--- src/sv/cnep_pkg.sv ---
`timescale 1ns / 1ps

package cnep_pkg;

    // Region tags; the parser phase uses the same codes.
    typedef enum logic [2:0] {
        REG_HEADER = 3'd0,
        REG_NAME   = 3'd1,
        REG_HPAD   = 3'd2,
        REG_DATA   = 3'd3,
        REG_DPAD   = 3'd4,
        REG_AFTER  = 3'd5
    } region_t;

    localparam logic [31:0] HEADER_BYTES = 32'd110;
    localparam logic [31:0] FSIZE_AT     = 32'd54;
    localparam logic [31:0] NSIZE_AT     = 32'd94;
    localparam logic [31:0] DIGITS       = 32'd8;
    localparam logic [3:0]  MARK_LEN     = 4'd10;

    // One ASCII hex digit; upper and lower case letters accepted, anything else is 0.
    function automatic logic [3:0] hex_value(input logic [7:0] c);
        logic [3:0] v;
        if (c >= 8'h30 && c <= 8'h39) begin
            v = c[3:0];
        end else if ((c >= 8'h41 && c <= 8'h46) || (c >= 8'h61 && c <= 8'h66)) begin
            v = c[3:0] + 4'd9;
        end else begin
            v = 4'd0;
        end
        return v;
    endfunction

    // Characters of the end-of-archive name, "TRAILER!!!".
    function automatic logic [7:0] trailer_char(input logic [3:0] idx);
        logic [7:0] ch;
        unique case (idx)
            4'd0:    ch = 8'h54;
            4'd1:    ch = 8'h52;
            4'd2:    ch = 8'h41;
            4'd3:    ch = 8'h49;
            4'd4:    ch = 8'h4C;
            4'd5:    ch = 8'h45;
            4'd6:    ch = 8'h52;
            4'd7:    ch = 8'h21;
            4'd8:    ch = 8'h21;
            4'd9:    ch = 8'h21;
            default: ch = 8'h00;
        endcase
        return ch;
    endfunction

endpackage

--- src/sv/cpio_newc_entry_parser.sv ---
`timescale 1ns / 1ps
// An accepted request is registered in the output register and then shows on the master side.
// Throughput: one byte per cycle while the output register is free or drained; all parsing
// is a single combinational pass between the parser state registers and the output register.
// Reset: synchronous, active low; clears the phase, offset, size, match and trailer state
// and empties the output register.

module cpio_newc_entry_parser
    import cnep_pkg::*;
(
    input  logic        aclk,
    input  logic        aresetn,

    input  logic        s_tvalid,
    output logic        s_tready,
    input  logic [7:0]  s_tdata,   // [7:0] archive_byte

    output logic        m_tvalid,
    input  logic        m_tready,
    output logic [71:0] m_tdata,   // [7:0] byte_out, [39:8] name_length, [71:40] file_length
    output logic [5:0]  m_tuser,   // [2:0] region, [3] entry_start, [4] sizes_valid,
                                   // [5] trailer_seen
    output logic        m_tlast    // entry_last
);

    // Parser state
    region_t     phase_reg,  phase_next;
    logic [31:0] off_reg,    off_next;
    logic [31:0] nsize_reg,  nsize_next;
    logic [31:0] fsize_reg,  fsize_next;
    logic [3:0]  tmc_reg,    tmc_next;
    logic        done_reg,   done_next;

    // Output register
    logic        m_valid_reg;
    logic [71:0] m_data_reg;
    logic [5:0]  m_user_reg;
    logic        m_last_reg;

    logic        accept;
    region_t     region;
    region_t     follow;
    logic        start, sizes_ok, last, matched;
    logic [31:0] sec_len;
    logic [32:0] off_inc;
    logic        sec_end;
    logic        name_nz, hpad_nz, data_nz, dpad_nz;
    logic [1:0]  hpad_len, dpad_len;
    logic [31:0] facc, nacc;

    // Take a new request whenever the output register is empty or being drained.
    assign s_tready = !m_valid_reg || m_tready;
    assign accept   = s_tvalid && s_tready;

    // Section lengths. The header is 110 bytes, so the name pad is (2 - namesize) mod 4.
    assign hpad_len = 2'd2 - nsize_reg[1:0];
    assign dpad_len = 2'd0 - fsize_reg[1:0];
    assign name_nz  = (nsize_reg != 32'd0);
    assign hpad_nz  = (hpad_len != 2'd0);
    assign data_nz  = (fsize_reg != 32'd0);
    assign dpad_nz  = (dpad_len != 2'd0);

    always_comb begin
        unique case (phase_reg)
            REG_HEADER: sec_len = HEADER_BYTES;
            REG_NAME:   sec_len = nsize_reg;
            REG_HPAD:   sec_len = {30'd0, hpad_len};
            REG_DATA:   sec_len = fsize_reg;
            REG_DPAD:   sec_len = {30'd0, dpad_len};
            default:    sec_len = 32'd0;
        endcase
    end

    // Next nonempty section of this entry; header means the entry ends here.
    always_comb begin
        unique case (phase_reg)
            REG_HEADER: follow = name_nz ? REG_NAME : hpad_nz ? REG_HPAD :
                                 data_nz ? REG_DATA : dpad_nz ? REG_DPAD : REG_HEADER;
            REG_NAME:   follow = hpad_nz ? REG_HPAD : data_nz ? REG_DATA :
                                 dpad_nz ? REG_DPAD : REG_HEADER;
            REG_HPAD:   follow = data_nz ? REG_DATA : dpad_nz ? REG_DPAD : REG_HEADER;
            REG_DATA:   follow = dpad_nz ? REG_DPAD : REG_HEADER;
            default:    follow = REG_HEADER;
        endcase
    end

    assign off_inc = {1'b0, off_reg} + 33'd1;
    assign sec_end = (off_inc >= {1'b0, sec_len});

    // Each size field restarts at its first digit and shifts in one nibble per byte.
    assign facc = (off_reg == FSIZE_AT) ? 32'd0 : fsize_reg;
    assign nacc = (off_reg == NSIZE_AT) ? 32'd0 : nsize_reg;

    always_comb begin
        phase_next = phase_reg;
        off_next   = off_reg;
        nsize_next = nsize_reg;
        fsize_next = fsize_reg;
        tmc_next   = tmc_reg;
        done_next  = done_reg;
        region     = phase_reg;
        start      = 1'b0;
        sizes_ok   = 1'b0;
        last       = 1'b0;
        matched    = 1'b0;

        if (done_reg || phase_reg == REG_AFTER) begin
            // Past the trailer: tag everything as after trailer, hold the lengths.
            phase_next = REG_AFTER;
            done_next  = 1'b1;
            region     = REG_AFTER;
        end else begin
            if (phase_reg == REG_HEADER) begin
                if (off_reg == 32'd0) begin
                    start    = 1'b1;
                    tmc_next = 4'd0;
                end
                if (off_reg >= FSIZE_AT && off_reg < FSIZE_AT + DIGITS) begin
                    fsize_next = {facc[27:0], hex_value(s_tdata)};
                end
                if (off_reg >= NSIZE_AT && off_reg < NSIZE_AT + DIGITS) begin
                    nsize_next = {nacc[27:0], hex_value(s_tdata)};
                end
                if (off_reg == HEADER_BYTES - 32'd1) begin
                    sizes_ok = 1'b1;
                end
            end else if (phase_reg == REG_NAME) begin
                // Advance the match only while every earlier name byte has matched.
                if (off_reg < {28'd0, MARK_LEN} && {28'd0, tmc_reg} == off_reg &&
                    s_tdata == trailer_char(off_reg[3:0])) begin
                    tmc_next = tmc_reg + 4'd1;
                    matched  = (tmc_next == MARK_LEN);
                end
            end

            if (matched) begin
                done_next  = 1'b1;
                phase_next = REG_AFTER;
                off_next   = 32'd0;
            end else if (sec_end) begin
                last       = (follow == REG_HEADER);
                phase_next = follow;
                off_next   = 32'd0;
            end else begin
                off_next   = off_inc[31:0];
            end
        end
    end

    always_ff @(posedge aclk) begin
        if (!aresetn) begin
            phase_reg   <= REG_HEADER;
            off_reg     <= 32'd0;
            nsize_reg   <= 32'd0;
            fsize_reg   <= 32'd0;
            tmc_reg     <= 4'd0;
            done_reg    <= 1'b0;
            m_valid_reg <= 1'b0;
        end else begin
            if (accept) begin
                phase_reg   <= phase_next;
                off_reg     <= off_next;
                nsize_reg   <= nsize_next;
                fsize_reg   <= fsize_next;
                tmc_reg     <= tmc_next;
                done_reg    <= done_next;
                m_valid_reg <= 1'b1;
            end else if (m_tready) begin
                m_valid_reg <= 1'b0;
            end
        end
    end

    // Payload: load with each accepted request, hold otherwise.
    always_ff @(posedge aclk) begin
        if (accept) begin
            m_data_reg <= {fsize_next, nsize_next, s_tdata};
            m_user_reg <= {done_next, sizes_ok, start, region};
            m_last_reg <= last;
        end
    end

    assign m_tvalid = m_valid_reg;
    assign m_tdata  = m_data_reg;
    assign m_tuser  = m_user_reg;
    assign m_tlast  = m_last_reg;

`ifndef NO_ASSERTIONS
    // Once the trailer is seen, only reset clears it.
    a_done_sticky: assert property (@(posedge aclk) disable iff (!aresetn)
        done_reg |=> done_reg)
        else $error("trailer flag dropped");

    // The match counter never passes the length of the trailer name.
    a_tmc_range: assert property (@(posedge aclk) disable iff (!aresetn)
        tmc_reg <= MARK_LEN)
        else $error("trailer match count out of range");

    // A byte accepted after the trailer comes out tagged as after trailer.
    a_after_tag: assert property (@(posedge aclk) disable iff (!aresetn)
        (accept && done_reg) |=> (m_tuser[2:0] == REG_AFTER && m_tuser[5] && !m_tlast))
        else $error("byte after trailer mis-tagged");

    // The end-of-entry mark never lands on a header byte that is not the last one.
    a_last_hdr: assert property (@(posedge aclk) disable iff (!aresetn)
        (m_tvalid && m_tlast && m_tuser[2:0] == REG_HEADER) |-> m_tuser[4])
        else $error("entry end inside header");
`endif

endmodule
--- config.mk ---
export PLATFORM = sky130hd
export DESIGN_NAME = cpio_newc_entry_parser
export DESIGN_NICKNAME = d
export VERILOG_FILES = /design/src/sv/cnep_pkg.sv /design/src/sv/cpio_newc_entry_parser.sv
export SDC_FILE = /design/constraint.sdc
export NUM_CORES = 1
export LEC_CHECK = 0
export BUFFER_PORTS_ARGS = -buffer_cell sky130_fd_sc_hd__buf_2
export CAP_MARGIN = 10
export CORE_ASPECT_RATIO = 0.75
export CORE_MARGIN = 4
export CORE_UTILIZATION = 25
export CTS_CLUSTER_DIAMETER = 60
export CTS_CLUSTER_SIZE = 28
export DETAILED_ROUTE_END_ITERATION = 10
export PLACE_DENSITY_LB_ADDON = 0.2
export REMOVE_ABC_BUFFERS = 1
export SETUP_SLACK_MARGIN = 0.3
export SLEW_MARGIN = 20
export SYNTH_ARGS = -nofsm -noshare
export SYNTH_HDL_FRONTEND = slang
export SYNTH_SLANG_ARGS = --single-unit
--- constraint.sdc ---
create_clock -name aclk -period 5.4 [get_ports aclk]
set_input_delay 0.54 -clock aclk [delete_from_list [all_inputs] [get_ports aclk]]
set_output_delay 0.54 -clock aclk [all_outputs]
set_load 0.01 [all_outputs]
==> reports/results.ini <==
[worst_setup_path]
cp-end-kind = flop
critical_path_class = flop to flop
worstPathArrival_ns = 5.05
cp-start-kind = flop
crit_path_max_fanout = 11
critPathRequiredTime_ns = 5.74
ff2ff_path_depth = 17

[timing]
worst_pin_slew_ns = 0.993
finClkSkew_ns = 0.0136
setup_viol = 0
period_needed_ns = 4.71
final_hold_viol_count = 0
rsz0062_at_grt = false
slew_headroom_pct = 32.1
slew_viol_final = 0
fin_crit_sh_pct = 87.2
fmax_ghz = 0.212

[die]
die_area_um2 = 41800
die_w_um = 235
core_area_um2 = 37600
rows = 61
start_util_pct = 25.7
io_pins = 93
die_h_um = 178

[routing]
first_pass_iters = 6
ant_nets = 0
vias = 7853
wl_um = 29200
drc = 0
wl_per_cell_um = 18.6
via_per_inst = 5.02
dr.first_iter.drc_count = 618

[grt]
busiest_layer = met1
grt_max_degree = 76
grt-ovfl-total = 0
grtUsageMet1_pct = 21.0
grt_pass1_vias = 7478
grt_use_met3_pct = 2.58
grt_util_all_layers_pct = 13.7
grt_use_met2_pct = 19.7
antenna_found_initial = 0
grt_pass1_wl_um = 45500

[placement]
hpwl_um = 20800
gp_congestion = 0.841
postPlaceCellArea_um2 = 10700
port_buffers = 92

[layout]
fill_cells = 3961
diodes = 0
area_growth_pct = 17.2
final_area_um2 = 11300
final_layout_size_suffix_gt1_share_pct = 16.7
final_util_pct = 30.1
fin_nets = 1103
largest_register_ffs = 72

[pwr]
ir_worst_vdd_mv = 0.230
p_leak_nw = 4.33
powerDensity_nw_per_um2 = 264

[cts]
clk_latency_ns = 0.45
cts_sinks = 191
clock_path_buffers = 2
cts-htree-levels = 4
ctsRootBufferMaster = clkbuf_16
clkTransAtPathRegs_ns = 0.07
cts_tree = yes
numCtsBuffers = 17
hold_buffers = 0

[synth]
yosys.area.top_type = edfxtp_1
synth_most_common_cell = nor2_1
syn_area_per_cell_um2 = 9.89
synth_top_area_share_pct = 24.6
synthArstFlopShare_pct = 0
synth.distinct_cells = 61
yosys_warnings = 0
ys_seq_area_share_pct = 47.9
synth_area_um2 = 9640
synth-edff-count = 79
synth_ff_type = dfxtp_1
synth_seq_cells = 191
syn_inst = 975
synthTopCellsByCount = 130 x nor2_1, 112 x dfxtp_1, 103 x a22oi_1
ys_top_cells_by_area = edfxtp_1 25%, dfxtp_1 23%, a22oi_1 8.0%

[worst_hold_path]
hold_class = input pin to flop
whs_path_depth = 1

[run_status]
outcome = completed

[run]
drv_cap = 0

area by class of cell:
cell class	instances	area [um^2]	area share (%)
flip-flops and latches	191	4620	40.9
clock inverters	15	154	1.36
multi-input cells	692	4700	41.6
clock buffers	17	425	3.77
inverters	27	104	0.919
repair buffers	118	668	5.91
well taps	504	631	5.58
layout by cell type, fill, tap and decap left out, drive strengths merged, types with 3 or more instances in the layout:
cell / n
nor4bb: 3
nor2: 130
nor3b: 3
or4: 10
ha: 44
nand2b: 3
buf: 118
nor2b: 9
edfxtp: 79
a31oi: 3
xnor2: 28
nor4: 23
o211ai: 3
nand3b: 5
a2111oi: 3
nor4b: 4
a22o: 58
inv: 33
and3: 12
or2: 5
clkbuf: 17
a21o: 13
a221oi: 4
a21oi: 42
clkinv: 6
and2: 11
nand2: 41
a22oi: 104
o21a: 3
mux2i: 9
nand4: 23
nand3: 21
nor3: 12
xor2: 13
o21ai: 28
mux2: 4
dfxtp: 112
timing repair:
item / 4_1_cts / 5_1_grt
endpoints found under the setup margin: 0 / 40
buffers inserted: 0 / 3
gates resized for setup: 0 / 7
endpoints found under the hold margin: 0 / 0
cells by family (layout without fill, tap and decap cells):
family                     Yosys count  after routing  synth area share [%]
and+or+nand+nor                    320            320                  16.5
AOI/OAI and AO/OA                  274            274                  20.9
buffers and inverters               92            177                  3.83
DFF                                191            191                  47.9
adders and majority gates           44             44                  5.71
xor gates and xnor gates            41             41                  3.72
muxes                               13             13                  1.40
path summary, 6_finish.rpt:
| check | from | slack (ns) | endpoint |
|---|---|---|---|
| worst min register to register | m_tvalid$_SDFFE_PN0P_ | 0.53 | m_tvalid$_SDFFE_PN0P_ |
| worst min-delay path | s_tdata[7] | 0.32 | m_tdata[7]$_DFFE_PP_ |
| worst max-delay path | off_reg[1]$_SDFFE_PN0P_ | 0.69 | flop |
| worst max register to register | off_reg[1]$_SDFFE_PN0P_ | 0.69 | flop |
layer usage:
layer,share of wire (%),vias to the layer above
li1,-,3825
met1,52,3820
met2,42,188
met3,4.6,20
met4,1.2,0
met5,0,-
stage by stage:
stage / TNS, ns / hold slack [ns] / instances / worst slack (ns) / power (mW)
2_1_floorplan: -2.58 / 0.462 / 910 / -0.308 / 1.67
3_3_place_gp: 0 / 0.513 / 1529 / 0.544 / 1.74
3_5_place_dp: 0 / 0.515 / 1529 / 0.409 / 1.74
4_1_cts: 0 / 0.301 / 1561 / 0.412 / 3.02
5_1_grt: 0 / 0.313 / 1564 / 0.346 / 3.09
6_report: 0 / 0.325 / 1564 / 0.690 / 2.98
report_power, final:
part	switching, mW	internal [mW]	total (mW)
sequential	0.0107	1.53	1.55
combinational	0.110	0.0547	0.164
clock	0.618	0.654	1.27
critical path: stages (launching register included):
cell	delay, ns
dfxtp_2	0.45
ha_1	0.24
nand3_1	0.12
or4_1	0.58
nor4_2	0.36
and3_1	0.32
nand3_1	0.17
xnor2_1	0.17
ha_1	0.33
nand4_1	0.14
nor4_2	0.08
a221oi_1	0.33
nand3_1	0.17
a2111oi_1	0.39
buf_4	0.19
mux2i_1	0.13
nor2b_1	0.17
nor4b_1	0.27
No activity file was read; power rests on OpenSTA's default activity.
